==> src/mcmp_pkg.sv <==
// Shared types and constants for the MIDI channel message parser.
`timescale 1ns / 1ps
`default_nettype none
package mcmp_pkg;

  localparam logic [7:0] BYTE_REALTIME_MIN = 8'hF8;
  localparam logic [7:0] BYTE_SYSEX_START  = 8'hF0;
  localparam logic [7:0] BYTE_SYSEX_END    = 8'hF7;
  localparam logic [3:0] NIB_SYSTEM        = 4'hF;
  localparam logic [3:0] NIB_PROG_CHANGE   = 4'hC;
  localparam logic [3:0] NIB_CHAN_PRESSURE = 4'hD;
  localparam logic [3:0] KIND_MIN          = 4'h8;
  localparam logic [3:0] KIND_MAX          = 4'hE;

  typedef enum logic [2:0] {
    CMD_DATA        = 3'd0,
    CMD_CHAN_STATUS = 3'd1,
    CMD_SYSEX_START = 3'd2,
    CMD_SYSEX_END   = 3'd3,
    CMD_COMMON      = 3'd4
  } cmd_kind_t;

  typedef struct packed {
    cmd_kind_t  kind;
    logic [7:0] value;
  } cmd_t;

  typedef struct packed {
    logic [3:0] msg_kind;
    logic [3:0] msg_channel;
    logic [6:0] first_data;
    logic [6:0] second_data;
  } res_t;

endpackage
`default_nettype wire

==> src/midi_channel_message_parser_core.sv <==
// MIDI byte stream parser with running status; emits complete channel messages.
// One MIDI byte is taken per clock cycle, back to back, as long as in_full is low.
// Real-time bytes are dropped at the front; every other byte is classified and
// queued for the back end, which updates the running status for each byte and
// queues a finished message for the result side. A message reaches the result
// ports once its last byte has gone through the command queue and the back end
// into the result queue. The back end takes one byte per cycle while that queue
// has room. Either side may stall; the two queues absorb the difference.
`timescale 1ns / 1ps
`default_nettype none
module midi_channel_message_parser_core
  import mcmp_pkg::*;
#(
  parameter int CMD_DEPTH = 4,
  parameter int RES_DEPTH = 2
) (
  input  wire logic       clk,
  input  wire logic       rst_n,
  input  wire logic       in_push,
  input  wire logic [7:0] in_rx_byte,
  output logic            in_full,
  input  wire logic       out_pop,
  output logic            out_empty,
  output logic [3:0]      out_msg_kind,
  output logic [3:0]      out_msg_channel,
  output logic [6:0]      out_first_data,
  output logic [6:0]      out_second_data
);

  cmd_t cmd_wr, cmd_rd;
  res_t res_wr, res_rd;
  logic cmd_push, cmd_pop, cmd_empty;
  logic res_push, res_full;

  mcmp_front u_front (
    .in_push    (in_push),
    .in_rx_byte (in_rx_byte),
    .cmd_full   (in_full),
    .cmd_push   (cmd_push),
    .cmd        (cmd_wr)
  );

  mcmp_fifo #(
    .WIDTH ($bits(cmd_t)),
    .DEPTH (CMD_DEPTH)
  ) u_cmd_fifo (
    .clk   (clk),
    .rst_n (rst_n),
    .push  (cmd_push),
    .wdata (cmd_wr),
    .full  (in_full),
    .pop   (cmd_pop),
    .rdata (cmd_rd),
    .empty (cmd_empty)
  );

  mcmp_back u_back (
    .clk       (clk),
    .rst_n     (rst_n),
    .cmd_empty (cmd_empty),
    .cmd       (cmd_rd),
    .cmd_pop   (cmd_pop),
    .res_full  (res_full),
    .res_push  (res_push),
    .res       (res_wr)
  );

  mcmp_fifo #(
    .WIDTH ($bits(res_t)),
    .DEPTH (RES_DEPTH)
  ) u_res_fifo (
    .clk   (clk),
    .rst_n (rst_n),
    .push  (res_push),
    .wdata (res_wr),
    .full  (res_full),
    .pop   (out_pop),
    .rdata (res_rd),
    .empty (out_empty)
  );

  assign out_msg_kind    = res_rd.msg_kind;
  assign out_msg_channel = res_rd.msg_channel;
  assign out_first_data  = res_rd.first_data;
  assign out_second_data = res_rd.second_data;

  a_no_res_overflow: assert property (@(posedge clk) disable iff (!rst_n)
    res_push |-> !res_full)
    else $error("result request pushed into full queue");

  a_kind_range: assert property (@(posedge clk) disable iff (!rst_n)
    res_push |-> (res_wr.msg_kind >= KIND_MIN && res_wr.msg_kind <= KIND_MAX))
    else $error("emitted message kind outside channel range");

  a_realtime_dropped: assert property (@(posedge clk) disable iff (!rst_n)
    (in_push && !in_full && in_rx_byte >= BYTE_REALTIME_MIN) |-> !cmd_push)
    else $error("real-time byte reached command queue");

  a_reset_empty: assert property (@(posedge clk)
    !rst_n |=> (out_empty && !in_full))
    else $error("queues not empty after reset");

endmodule
`default_nettype wire

==> src/mcmp_fifo.sv <==
// Small register-based queue with count, used for the parser's command and result queues.
`timescale 1ns / 1ps
`default_nettype none
module mcmp_fifo #(
  parameter int WIDTH = 8,
  parameter int DEPTH = 2
) (
  input  wire logic             clk,
  input  wire logic             rst_n,
  input  wire logic             push,
  input  wire logic [WIDTH-1:0] wdata,
  output logic                  full,
  input  wire logic             pop,
  output logic [WIDTH-1:0]      rdata,
  output logic                  empty
);

  localparam int AW = (DEPTH > 1) ? $clog2(DEPTH) : 1;
  localparam int CW = $clog2(DEPTH + 1);

  logic [WIDTH-1:0] mem_r [DEPTH];
  logic [AW-1:0]    wr_ptr_r, wr_ptr_nxt;
  logic [AW-1:0]    rd_ptr_r, rd_ptr_nxt;
  logic [CW-1:0]    count_r, count_nxt;
  logic             push_ok, pop_ok;

  assign full    = (count_r == CW'(DEPTH));
  assign empty   = (count_r == '0);
  assign push_ok = push && !full;
  assign pop_ok  = pop && !empty;
  assign rdata   = mem_r[rd_ptr_r];

  always_comb begin
    wr_ptr_nxt = wr_ptr_r;
    rd_ptr_nxt = rd_ptr_r;
    count_nxt  = count_r;
    if (push_ok) begin
      wr_ptr_nxt = (wr_ptr_r == AW'(DEPTH - 1)) ? '0 : wr_ptr_r + AW'(1);
    end
    if (pop_ok) begin
      rd_ptr_nxt = (rd_ptr_r == AW'(DEPTH - 1)) ? '0 : rd_ptr_r + AW'(1);
    end
    case ({push_ok, pop_ok})
      2'b10:   count_nxt = count_r + CW'(1);
      2'b01:   count_nxt = count_r - CW'(1);
      default: count_nxt = count_r;
    endcase
  end

  always_ff @(posedge clk) begin
    if (!rst_n) begin
      wr_ptr_r <= '0;
      rd_ptr_r <= '0;
      count_r  <= '0;
    end else begin
      wr_ptr_r <= wr_ptr_nxt;
      rd_ptr_r <= rd_ptr_nxt;
      count_r  <= count_nxt;
    end
  end

  always_ff @(posedge clk) begin
    if (push_ok) begin
      mem_r[wr_ptr_r] <= wdata;
    end
  end

endmodule
`default_nettype wire

==> src/mcmp_front.sv <==
// Front end: classifies received bytes and drops real-time bytes.
`timescale 1ns / 1ps
`default_nettype none
module mcmp_front
  import mcmp_pkg::*;
(
  input  wire logic       in_push,
  input  wire logic [7:0] in_rx_byte,
  input  wire logic       cmd_full,
  output logic            cmd_push,
  output cmd_t            cmd
);

  logic rt_byte;

  assign rt_byte = (in_rx_byte >= BYTE_REALTIME_MIN);
  // real-time bytes are accepted but never reach the back end
  assign cmd_push = in_push && !cmd_full && !rt_byte;

  always_comb begin
    cmd.value = in_rx_byte;
    cmd.kind  = CMD_DATA;
    if (in_rx_byte[7]) begin
      if (in_rx_byte == BYTE_SYSEX_START) begin
        cmd.kind = CMD_SYSEX_START;
      end else if (in_rx_byte == BYTE_SYSEX_END) begin
        cmd.kind = CMD_SYSEX_END;
      end else if (in_rx_byte[7:4] == NIB_SYSTEM) begin
        cmd.kind = CMD_COMMON;
      end else begin
        cmd.kind = CMD_CHAN_STATUS;
      end
    end
  end

endmodule
`default_nettype wire

==> src/mcmp_back.sv <==
// Back end: running-status state and message assembly.
`timescale 1ns / 1ps
`default_nettype none
module mcmp_back
  import mcmp_pkg::*;
(
  input  wire logic clk,
  input  wire logic rst_n,
  input  wire logic cmd_empty,
  input  wire cmd_t cmd,
  output logic      cmd_pop,
  input  wire logic res_full,
  output logic      res_push,
  output res_t      res
);

  logic [7:0] status_r, status_nxt;
  logic       have_first_r, have_first_nxt;
  logic       needs_two_r, needs_two_nxt;
  logic       in_excl_r, in_excl_nxt;
  logic [6:0] held_first_r, held_first_nxt;
  logic       take;

  assign take    = !cmd_empty && !res_full;
  assign cmd_pop = take;

  always_comb begin
    status_nxt      = status_r;
    have_first_nxt  = have_first_r;
    needs_two_nxt   = needs_two_r;
    in_excl_nxt     = in_excl_r;
    held_first_nxt  = held_first_r;
    res_push        = 1'b0;
    res.msg_kind    = status_r[7:4];
    res.msg_channel = status_r[3:0];
    res.first_data  = cmd.value[6:0];
    res.second_data = '0;
    if (take) begin
      unique case (cmd.kind)
        CMD_SYSEX_START: begin
          in_excl_nxt = 1'b1;
          status_nxt  = '0;
        end
        CMD_SYSEX_END: begin
          in_excl_nxt = 1'b0;
        end
        CMD_COMMON: begin
          status_nxt = '0;
        end
        CMD_CHAN_STATUS: begin
          in_excl_nxt    = 1'b0;
          status_nxt     = cmd.value;
          have_first_nxt = 1'b0;
          needs_two_nxt  = !(cmd.value[7:4] == NIB_PROG_CHANGE ||
                             cmd.value[7:4] == NIB_CHAN_PRESSURE);
        end
        CMD_DATA: begin
          // dropped inside sysex or with no running status
          if (!in_excl_r && status_r != '0) begin
            if (!have_first_r) begin
              if (!needs_two_r) begin
                res_push = 1'b1;
              end else begin
                held_first_nxt = cmd.value[6:0];
                have_first_nxt = 1'b1;
              end
            end else begin
              res_push        = 1'b1;
              res.first_data  = held_first_r;
              res.second_data = cmd.value[6:0];
              have_first_nxt  = 1'b0;
            end
          end
        end
        default: begin
        end
      endcase
    end
  end

  always_ff @(posedge clk) begin
    if (!rst_n) begin
      status_r     <= '0;
      have_first_r <= 1'b0;
      needs_two_r  <= 1'b0;
      in_excl_r    <= 1'b0;
      held_first_r <= '0;
    end else begin
      status_r     <= status_nxt;
      have_first_r <= have_first_nxt;
      needs_two_r  <= needs_two_nxt;
      in_excl_r    <= in_excl_nxt;
      held_first_r <= held_first_nxt;
    end
  end

endmodule
`default_nettype wire
==> config.mk <==
export PLATFORM = sky130hd
export DESIGN_NAME = midi_channel_message_parser_core
export DESIGN_NICKNAME = d
export VERILOG_FILES = /design/src/mcmp_pkg.sv /design/src/midi_channel_message_parser_core.sv /design/src/mcmp_fifo.sv /design/src/mcmp_front.sv /design/src/mcmp_back.sv
export SDC_FILE = /design/constraint.sdc
export NUM_CORES = 1
export LEC_CHECK = 0
export CORE_MARGIN = 3
export CORE_UTILIZATION = 56
export DETAILED_ROUTE_END_ITERATION = 8
export DONT_BUFFER_PORTS = 1
export HOLD_SLACK_MARGIN = 0.02
export PLACE_DENSITY = 0.78
export RECOVER_POWER = 100
export SETUP_SLACK_MARGIN = 0.02
export SYNTH_ARGS = -nofsm -noshare
export SYNTH_HDL_FRONTEND = slang
export SYNTH_SLANG_ARGS = --single-unit
export TNS_END_PERCENT = 10
==> constraint.sdc <==
create_clock -name clk -period 2.95 [get_ports clk]
set_input_delay 0.59 -clock clk [delete_from_list [all_inputs] [get_ports clk]]
set_output_delay 0.59 -clock clk [all_outputs]
set_load 0.02 [all_outputs]
# After elaboration in Yosys (flattened, before gate mapping)
# Memory sizes are Yosys's and may differ from the RTL's. A register that Yosys moved wholly into a read port is not among the register bits.
# Index checks and enable logic that the tools add are counted.
classes:
  reduce_logical: 32
  bitwise_logic: 1
  mux: 33
  n_eq_ne: 18
  n_lt_le_gt_ge: 1
  n_addsub: 8
ops:
  columns: ["cell", "count"]
  rows:
  - ["$mux 14", 4]
  - ["$eq 8x8->1 const B", 2]
  - ["$mux 1", 16]
  - ["$pmux 8 s2", 1]
  - ["$eq 4x4->1 const B", 3]
  - ["$mux 3", 4]
  - ["$eq 2x2->1 const B", 5]
  - ["$reduce_bool 2->1", 5]
  - ["$ge 8x8->1 const B", 1]
  - ["$logic_and 1x1->1", 8]
  - ["$mux 2", 4]
  - ["$reduce_bool 8->1", 1]
  - ["$logic_not 1->1", 7]
  - ["$add 2x1->2 const B", 3]
  - ["$eq 3x2->1 const B", 2]
  - ["$eq 3x3->1 const B", 2]
  - ["$logic_not 3->1", 2]
  - ["$pmux 3 s2", 1]
  - ["$reduce_and 2->1", 3]
  - ["$reduce_and 5->1", 1]
  - ["$eq 2x1->1 const B", 2]
  - ["$pmux 1 s2", 2]
  - ["$pmux 2 s2", 1]
  - ["$reduce_or 2->1", 2]
  - ["10 further kinds", 11]
totals:
  word_cells: 106
  mem_bits_rw: 88
  ff_bits: 29
  mem_count: 2
memory_table:
  columns: ["memory", "words", "word_bits", "read_ports", "rd_ports_with_merged_regs", "wr", "line", "source"]
  rows:
  - ["u_cmd_fifo.mem_r", 4, 11, 1, 1, 1, "mcmp_fifo.sv:21", "logic [WIDTH-1:0] mem_r [DEPTH];"]
  - ["u_res_fifo.mem_r", 2, 22, 1, 1, 1, "mcmp_fifo.sv:21", null]

# Depth between registers and ports, before layout
# Gate-level depths: netlist of the first run.
logic_depth:
  word_depth: 8
  mapped_depth: 9

# By module
# From an unflattened synthesis of the first run, not the netlist that was laid out.
hier_totals:
  hier_cells: 331
  area_unflattened_um2: 4993.5
modules_own_cells:
  columns: ["module", "cells_each", "n_inst", "area_per_inst_um2"]
  rows:
  - ["mcmp_fifo at u_cmd_fifo", 113, 1, 2102.0]
  - ["mcmp_fifo at u_res_fifo", 94, 1, 1815.5]
  - ["mcmp_back", 108, 1, 954.7]
  - ["mcmp_front", 16, 1, 121.4]

# Worst setup path before layout of the first run
# Ideal clock, no wire load.
synth_timing:
  kind: "register to register"
  start: "reg with a tool-made name"
  end: "mem u_res_fifo.mem_r[0][0] (netlist bit) (enable)"
  setup_time_ps: 401
  required_time_ps: 2549
  arrival_time_ps: 2449
  period_less_slack_ps: 2850
  slack_ps: 100
  stages_incl_launch_ff: 6
  path_cell_list: "dfxtp_1 buf_6 mux4_2 nor2_4 nand4_1 nor2_1"
synth_rtl:
  columns: ["element", "line"]
  rows:
  - ["to (decl)", "mcmp_fifo.sv:21"]

==> results.sh, run 1 <==
export IMPL_grt_pass1_vias=2671
export IMPL_nFillCells=598
export IMPL_cts_buffers=17
export IMPL_post_cts_buffers=0
export IMPL_hold_start="in_rx_byte[5]"
export IMPL_drt_first_pass_iters=5
export IMPL_htreeDepth=4
export IMPL_power_total_mw=5.27
export IMPL_ys_top_cells_by_area="edfxtp_1, dfxtp_1, mux2_2"
export IMPL_grt_util_met1_pct=23.1
export IMPL_critical_path_class="register to register"
export IMPL_postCtsHoldBufs=0
export IMPL_row_count=33
export IMPL_ctsResizeCount=0
export IMPL_nNetsFinal=354
export IMPL_endpoint_kind="register"
export IMPL_drt_first_iter_violations=119
export IMPL_peakVddDrop_v=0.000612
export IMPL_synthDistinctLibCells=44
export IMPL_gp_congestion=0.758
export IMPL_hpwlAfterDp_um=5420
export IMPL_drv_cap=0
export IMPL_antenna_cells=0
export IMPL_route_vias_total=2586
export IMPL_hold_viol_final=0
export IMPL_via_per_inst=5.72
export IMPL_required_ns=3.16
export IMPL_worstMarginPinSlew_ns=0.851
export IMPL_dieArea_um2=9880
export IMPL_clk_latency_ns=0.51
export IMPL_synthFlopType="edfxtp_1"
export IMPL_setup_tns_ns=0
export IMPL_grt_pass1_wl_um=13800
export IMPL_ys_warn_count=0
export IMPL_clock_fmax_mhz=387
export IMPL_antenna_found_initial=0
export IMPL_core_area_um2=8340
export IMPL_async_flop_share_pct=0
export IMPL_tritoncts="done"
export IMPL_routed_wl_um=8260
export IMPL_clkTransAtPathRegs_ns=0.06
export IMPL_p_leak_nw=1.90
export IMPL_max_slew_margin_rel_pct=43.1
export IMPL_post_drt_wl_per_cell_um=18.3
export IMPL_synth_top_area_share_pct=54.1
export IMPL_clockBufferDepth=2
export IMPL_gr_max_usage_layer="met2"
export IMPL_syn_inst=316
export IMPL_min_path_type="input pin to register"
export IMPL_rsz0062_at_grt="no"
export IMPL_syn_area_um2=4880
export IMPL_finalSetupViolations=0
export IMPL_drc=0
export IMPL_worstPathArrival_ns=2.80
export IMPL_synth_area_leader_cell="edfxtp_1"
export IMPL_syn_area_per_cell_um2=15.5
export IMPL_start_kind="register"
export IMPL_finalClockSkew_ns=0.00943
export IMPL_cellPowerDensity_nw_per_um2=940
export IMPL_whs_ns=0.171
export IMPL_die_h_um=99.4
export IMPL_slew_viol_final=0
export IMPL_grtUsageTotal_pct=18.8
export IMPL_status="finished clean"
export IMPL_synthToLayoutAreaGrowth_pct=14.9
export IMPL_fp_dieW_um=99.4
export IMPL_grt_overflow_total=0
export IMPL_placed_cells=420
export IMPL_clkSinkCount=120
export IMPL_layout_min_cycle_time_ns=2.58
export IMPL_io_pin_count=36
export IMPL_grt_use_met2_pct=30.1
export IMPL_cts_root_buf="clkbuf_8"
export IMPL_ys_ff_latch=120
export IMPL_synth_nets=336
export IMPL_stdcell_count=452
export IMPL_start_util_pct=58.6
export IMPL_fin_crit_sh_pct=87.6
export IMPL_use_met3_pct=6.59
export IMPL_synth_edf_count=88
export IMPL_drive_above_1_share_pct=13.3
export IMPL_yosysSeqAreaShare_pct=67.2
export IMPL_grt_start_max_net_pins=29
export IMPL_crit_fanout=19
export IMPL_postRouteAntennaNets=0
export IMPL_io_buffers=0
layer usage:
| layer | share of wire [%] | wire (µm) |
|---|---|---|
| met1 | 43 | 3510 |
| met2 | 51 | 4190 |
| met3 | 5.0 | 414 |
| met4 | 1.7 | 142 |
| met5 | 0 | 0 |
power breakdown:
part	internal, mW	total, mW	switching, mW
Sequential	2.03	2.14	0.114
Combinational	0.430	1.12	0.686
Clock	1.28	2.01	0.729
cell families after synthesis:
logic type | count (synthesis) | synth area share (%)
mux | 50 | 14.7
fa+ha+maj | 8 | 2.20
xor+xnor | 5 | 0.897
compound gates | 28 | 3.89
simple gates | 77 | 8.56
flops | 120 | 67.2
buf+inv | 28 | 2.56
synth_stat cells, types with 4 or more instances:
| library cell | count |
|---|---|
| mux2_2 | 26 |
| and2_1 | 6 |
| o21ai_0 | 5 |
| a21oi_1 | 9 |
| edfxtp_1 | 88 |
| o32ai_1 | 8 |
| nor2_1 | 21 |
| nand2_1 | 26 |
| mux4_1 | 8 |
| mux2i_1 | 10 |
| inv_1 | 18 |
| ha_1 | 7 |
| nor2b_1 | 4 |
| dfxtp_1 | 32 |
| clkbuf_1 | 4 |
layout make-up:
type / instances / area (µm²) / area share (%)
repair buffers: 9 / 75.1 / 1.34
flip-flops and latches: 120 / 3280 / 58.5
multi-input cells: 168 / 1460 / 26.1
well taps: 105 / 131 / 2.34
inverters: 18 / 67.6 / 1.20
clock buffers: 17 / 414 / 7.38
clock inverters: 15 / 178 / 3.17
sequential cells by signal, indices dropped and copies added (netlist names), 2 cells and up, named ones only:
| register | cells |
|---|---|
| u_back.held_first_r | 7 |
| u_back.status_r | 8 |
| u_cmd_fifo.count_r | 3 |
| u_cmd_fifo.mem_r | 44 |
| u_cmd_fifo.rd_ptr_r | 2 |
| u_cmd_fifo.wr_ptr_r | 2 |
| u_res_fifo.count_r | 2 |
| u_res_fifo.mem_r | 44 |
path summary, 6_finish.rpt:
| kind | endpoint | slack [ns] | depth (start not counted) |
|---|---|---|---|
| max | u_res_fifo.mem_r[1][12] | 0.37 | 5 |
| min | u_cmd_fifo.mem_r[1][5] | 0.17 | 0 |
| max reg2reg | u_res_fifo.mem_r[1][12] | 0.37 | 5 |
| min reg2reg | u_back.held_first_r[4] | 0.46 | 2 |
metrics by stage:
stage / area [µm²] / util, % / setup WS [ns]
5_1_grt: 5610 / 67.3 / 0.170
3_3_place_gp: 5050 / 60.6 / 0.401
2_1_floorplan: 4880 / - / 0.0998
3_5_place_dp: 5050 / 60.6 / 0.337
6_report: 5610 / 67.3 / 0.367
4_1_cts: 5650 / 67.7 / 0.324
cells in the final DEF, fill, tap and decap left out, types with 5 or more instances in the layout:
master      n
a21oi_1     9
and2_0      5
clkbuf_16  16
clkinv_4    5
dfxtp_1    32
edfxtp_1   88
ha_1        7
inv_1      18
mux2_1     26
mux2i_1    10
mux4_1      8
nand2_1    26
nor2_1     21
o21ai_0     5
o32ai_1     8
worst max-delay path: stages, from the launching register on:
cell     delay, ns
dfxtp_1       0.54
mux4_2        0.68
nor2_4        0.16
nand4_1       0.22
nor2_1        0.45
buf_12        0.23
Note: power is estimated with default switching activity, not from simulation.
==> inputs of run 2 (changes only) <==
CELL_PAD_IN_SITES_DETAIL_PLACEMENT = 0   (was not set)
CELL_PAD_IN_SITES_GLOBAL_PLACEMENT = 1   (was not set)
CORE_UTILIZATION = 48   (was 56)
CTS_CLUSTER_DIAMETER = 30   (was not set)
PLACE_DENSITY = 0.79   (was 0.78)
==> run 2 against run 1 <==
  * Via count is 2.1% lower
  * Clock skew shrank 0.0030 ns
  * Worst hold slack lost 0.0010 ns
  * First-iteration DRC count shrank 3.4%
  * Total power is 3.6% higher
==> results.sh, run 2 (synthesis results as in run 1) <==
export IMPL_status="finished clean"
export IMPL_peakVddDrop_v=0.000650
export IMPL_critical_path_class="register to register"
export IMPL_via_per_inst=5.28
export IMPL_r2r_cells=5
export IMPL_htreeDepth=4
export IMPL_grt_overflow_total=0
export IMPL_io_buffers=0
export IMPL_hold_start="in_rx_byte[5]"
export IMPL_endpoint_kind="register"
export IMPL_worstReg2RegEnd="u_res_fifo.mem_r[0][9]"
export IMPL_min_path_type="input pin to register"
export IMPL_gp_congestion=0.793
export IMPL_p_sw_mw=1.52
export IMPL_max_slew_margin_rel_pct=44.4
export IMPL_fin_crit_sh_pct=90.9
export IMPL_hpwlAfterDp_um=5270
export IMPL_antenna_found_initial=0
export IMPL_finalWorstSetupSlack_ns=0.268
export IMPL_routed_wl_um=8220
export IMPL_dp_worst_setup_slack_ns=0.320
export IMPL_postRouteAntennaNets=0
export IMPL_mostFrequentLayoutCells="edfxtp_1, dfxtp_1, nand2_1"
export IMPL_setup_tns_ns=0
export IMPL_grt_start_max_net_pins=29
export IMPL_clk_latency_ns=0.51
export IMPL_post_drt_wl_per_cell_um=17.1
export IMPL_route_vias_total=2532
export IMPL_cts_buffers=17
export IMPL_cellPowerDensity_nw_per_um2=962
export IMPL_internal_power_mw=3.95
export IMPL_grtUsageTotal_pct=15.7
export IMPL_slew_viol_final=0
export IMPL_p_leak_nw=1.93
export IMPL_clkTransAtPathRegs_ns=0.06
export IMPL_fp_dieW_um=107
export IMPL_nFillCells=803
export IMPL_rrSetupSlack_ns=0.27
export IMPL_rsz0062_at_grt="no"
export IMPL_drive_above_1_share_pct=15.6
export IMPL_power_total_mw=5.46
export IMPL_crit_fanout=14
export IMPL_hold_end="u_cmd_fifo.mem_r[0][5]"
export IMPL_dieArea_um2=11400
export IMPL_cts_root_buf="clkbuf_8"
export IMPL_drc=0
export IMPL_worstPathArrival_ns=2.94
export IMPL_finalSetupViolations=0
export IMPL_required_ns=3.21
export IMPL_start_util_pct=49.7
export IMPL_synthToLayoutAreaGrowth_pct=16.2
export IMPL_finalClockSkew_ns=0.00642
export IMPL_seq_area_um2=3280
export IMPL_drt_first_iter_violations=115
export IMPL_combPwrFrac_pct=20.3
export IMPL_clkSinkCount=120
export IMPL_final_common_cell="edfxtp_1"
export IMPL_io_pin_count=36
export IMPL_hold_path_depth=0
export IMPL_p_sw_share_pct=27.7
export IMPL_nNetsFinal=354
export IMPL_antenna_cells=0
export IMPL_core_area_um2=9820
export IMPL_hold_viol_final=0
export IMPL_clock_fmax_mhz=373
export IMPL_post_cts_buffers=0
export IMPL_row_count=36
export IMPL_multi_input_area_um2=1470
export IMPL_grt_pass1_vias=2605
export IMPL_postCtsHoldBufs=0
export IMPL_clockPowerShare_pct=40.5
export IMPL_start_kind="register"
export IMPL_ctsResizeCount=0
export IMPL_die_h_um=107
export IMPL_tritoncts="done"
export IMPL_grt_pass1_wl_um=13300
export IMPL_pwr_share_seq_pct=39.2
export IMPL_clockBufferDepth=2
export IMPL_drt_first_pass_iters=4
export IMPL_worstMarginPinSlew_ns=0.833
export IMPL_layout_min_cycle_time_ns=2.68
export IMPL_top_regs="u_cmd_fifo.mem_r x44, u_res_fifo.mem_r x44, u_back.status_r x8"
export IMPL_drv_cap=0
run 2: metal layers:
| metal | vias up | wire [µm] | track usage (%) |
|---|---|---|---|
| li1 | 1231 | - | - |
| met5 | - | 0 | 0 |
| met1 | 1231 | 3650 | 19.2 |
| met3 | 12 | 353 | 4.70 |
| met4 | 0 | 159 | 8.31 |
| met2 | 58 | 4060 | 25.2 |
run 2: how the worst max path moves through the flow:
stage,startpoint,slack [ns],cells past startpoint,end
finish,register,0.27,5,u_res_fifo.mem_r[0][9]
global route,register,0.08,5,u_res_fifo.mem_r[1][9]
CTS,register,0.30,6,u_res_fifo.count_r[1]
detailed placement,register,0.32,6,u_res_fifo.count_r[1]
global placement,register,0.39,6,u_res_fifo.count_r[1]
floorplan,register,0.1,5,u_res_fifo.mem_r[0][0]
run 2: metrics by stage:
step	instance area [µm²]	hold slack, ns	utilization [%]	instances
3_5_place_dp	5060	0.450	51.6	448
2_1_floorplan	4880	0.432	-	316
5_1_grt	5680	0.143	57.8	480
4_1_cts	5710	0.147	58.2	480
6_report	5680	0.170	57.8	480
3_3_place_gp	5060	0.444	51.6	448
run 2: layout make-up:
| class | instances | share of cell area, % |
|---|---|---|
| clock buffer | 18 | 7.54 |
| multi-input combinational | 168 | 25.9 |
| inverter | 18 | 1.19 |
| tap | 133 | 2.93 |
| clock inverter | 14 | 3.88 |
| sequential | 120 | 57.8 |
| timing repair buffer | 9 | 0.727 |
run 2: power groups by stage:
stage               clock, mW  combinational (mW)  sequential (mW)
floorplan                   0               0.925             2.13
global placement            0                1.13             2.17
detailed placement          0                1.16             2.18
CTS                      2.25                1.18             2.14
global route             2.32                1.22             2.17
finish                   2.21                1.11             2.14
run 2: critical path, cell delays in order, from the launching register on:
cell and delay [ns]:
dfxtp_1 0.53, mux4_2 0.63, nor3_2 0.16, clkbuf_1 0.20
nand4_2 0.44, mux2_2 0.46
==> inputs of run 3 (changes only) <==
CORE_UTILIZATION = 25   (was 48)
GPL_TIMING_DRIVEN = 0   (was not set)
PLACE_DENSITY = 0.49   (was 0.79)
REMOVE_ABC_BUFFERS = 1   (was not set)
==> run 3 against run 2 <==
  * Final cell count is 25% higher
  * Global-route usage is 6.7 points lower
  * Non-clock buffer count is 6 lower
==> results.sh, run 3 (synthesis results as in run 1) <==
export IMPL_drv_cap=0
export IMPL_top_regs="u_cmd_fifo.mem_r x44, u_res_fifo.mem_r x44, u_back.status_r x8"
export IMPL_tritoncts="done"
export IMPL_worstPathArrival_ns=2.85
export IMPL_hpwlAfterDp_um=6140
export IMPL_drive_above_1_share_pct=12.9
export IMPL_drc=0
export IMPL_slew_viol_final=0
export IMPL_grt_overflow_total=0
export IMPL_fin_crit_sh_pct=93.0
export IMPL_start_util_pct=25.8
export IMPL_cts_buffers=17
export IMPL_die_h_um=146
export IMPL_nFillCells=1891
export IMPL_endpoint_kind="register"
export IMPL_io_pin_count=36
export IMPL_layout_min_cycle_time_ns=2.74
export IMPL_via_per_inst=4.16
export IMPL_post_dp_cell_area_um2=5210
export IMPL_grt_pass1_vias=2551
export IMPL_fp_dieW_um=146
export IMPL_peakVddDrop_v=0.000504
export IMPL_clockBufferDepth=2
export IMPL_antenna_cells=0
export IMPL_io_buffers=0
export IMPL_finalSetupViolations=0
export IMPL_hold_viol_final=0
export IMPL_required_ns=3.06
export IMPL_critical_path_class="register to register"
export IMPL_crit_fanout=17
export IMPL_grtUsageTotal_pct=9.04
export IMPL_synthToLayoutAreaGrowth_pct=18.7
export IMPL_clkTransAtPathRegs_ns=0.05
export IMPL_rsz0062_at_grt="no"
export IMPL_p_leak_nw=1.90
export IMPL_row_count=50
export IMPL_htreeDepth=4
export IMPL_drt_first_pass_iters=4
export IMPL_cellPowerDensity_nw_per_um2=921
export IMPL_grt_pass1_wl_um=14300
export IMPL_final_common_cell="edfxtp_1"
export IMPL_finalWorstSetupSlack_ns=0.207
export IMPL_drt_first_iter_violations=168
export IMPL_grt_start_max_net_pins=29
export IMPL_route_vias_total=2493
export IMPL_mostFrequentLayoutCells="edfxtp_1, dfxtp_1, mux2_1"
export IMPL_routed_wl_um=9290
export IMPL_dieArea_um2=21200
export IMPL_core_area_um2=19000
export IMPL_setup_tns_ns=0
export IMPL_dp_worst_setup_slack_ns=-0.411
export IMPL_postRouteAntennaNets=0
export IMPL_finalClockSkew_ns=0.00616
export IMPL_start_kind="register"
export IMPL_antenna_found_initial=0
export IMPL_clk_latency_ns=0.41
export IMPL_post_drt_wl_per_cell_um=15.5
export IMPL_postCtsHoldBufs=0
export IMPL_fin_area_um2=5800
export IMPL_clock_fmax_mhz=365
export IMPL_clkSinkCount=120
export IMPL_gp_congestion=0.708
export IMPL_worstMarginPinSlew_ns=1.11
export IMPL_cts_root_buf="clkbuf_16"
export IMPL_nNetsFinal=348
export IMPL_max_slew_margin_rel_pct=25.6
export IMPL_status="finished clean"
export IMPL_min_path_type="input pin to register"
-- run 3: cell count changes in the layout (fill, tap and decap cells not counted), sizes merged --
cell / before / now
clkbuf: 26 / 22
clkinv: 6 / 5
inv: 20 / 18
bufinv: 5 / 4
buf: 1 / 2
-- run 3: worst max-delay path, cell delays in order, from the launching register on --
cell and delay (ns):
dfxtp_1 0.66, mux4_2 0.46, nor3_2 0.35, nand4_1 0.13, buf_4 0.19, nor2_2 0.42, buf_16 0.22
-- run 3: what timing repair did --
action / CTS / global route
gates resized for setup: 3 / 2
endpoints found under the hold margin: 0 / 0
endpoints found under the setup margin: 46 / 2
setup buffers: 1 / 0
pin swaps: 1 / 0
-- run 3: power breakdown --
| group | leakage [nW] | internal, mW | switching [mW] |
|---|---|---|---|
| logic | 0.561 | 0.391 | 0.635 |
| registers | 1.04 | 2.04 | 0.157 |
| clock network | 0.300 | 1.44 | 0.679 |
-- run 3: area by class of cell --
| class | count | area, µm² | area share, % |
|---|---|---|---|
| Sequential cell | 120 | 3290 | 56.7 |
| Multi-Input combinational cell | 168 | 1460 | 25.2 |
| Tap cell | 260 | 325 | 5.61 |
| Clock inverter | 10 | 151 | 2.61 |
| Clock buffer | 21 | 460 | 7.94 |
| Inverter | 18 | 67.6 | 1.17 |
| Timing Repair Buffer | 3 | 42.5 | 0.734 |
-- run 3: final timing paths --
check / from / end / slack [ns] / cells after the start
max: register / u_res_fifo.mem_r[1][4] / 0.21 / 6
min: in_rx_byte[7] / u_cmd_fifo.mem_r[3][7] / 0.28 / 0
max reg2reg: register / u_res_fifo.mem_r[1][4] / 0.21 / 6
min reg2reg: u_back.held_first_r[1] / u_back.held_first_r[1] / 0.46 / 2
-- run 3: layer usage --
layer | global-route usage [%] | part of all wire, %
met3 | 4.02 | 5.3
met2 | 14.2 | 48
met1 | 10.6 | 46
met4 | 4.27 | 1.5
met5 | 0 | 0
-- run 3: stage by stage --
| stage | total power [mW] | util, % | instances | hold slack [ns] |
|---|---|---|---|---|
| 2_1_floorplan | 3.03 | - | 306 | 0.432 |
| 3_3_place_gp | 3.32 | 27.2 | 566 | 0.441 |
| 3_5_place_dp | 3.33 | 27.5 | 568 | 0.450 |
| 4_1_cts | 5.48 | 30.8 | 600 | 0.259 |
| 5_1_grt | 5.63 | 30.6 | 600 | 0.247 |
| 6_report | 5.34 | 30.6 | 600 | 0.277 |
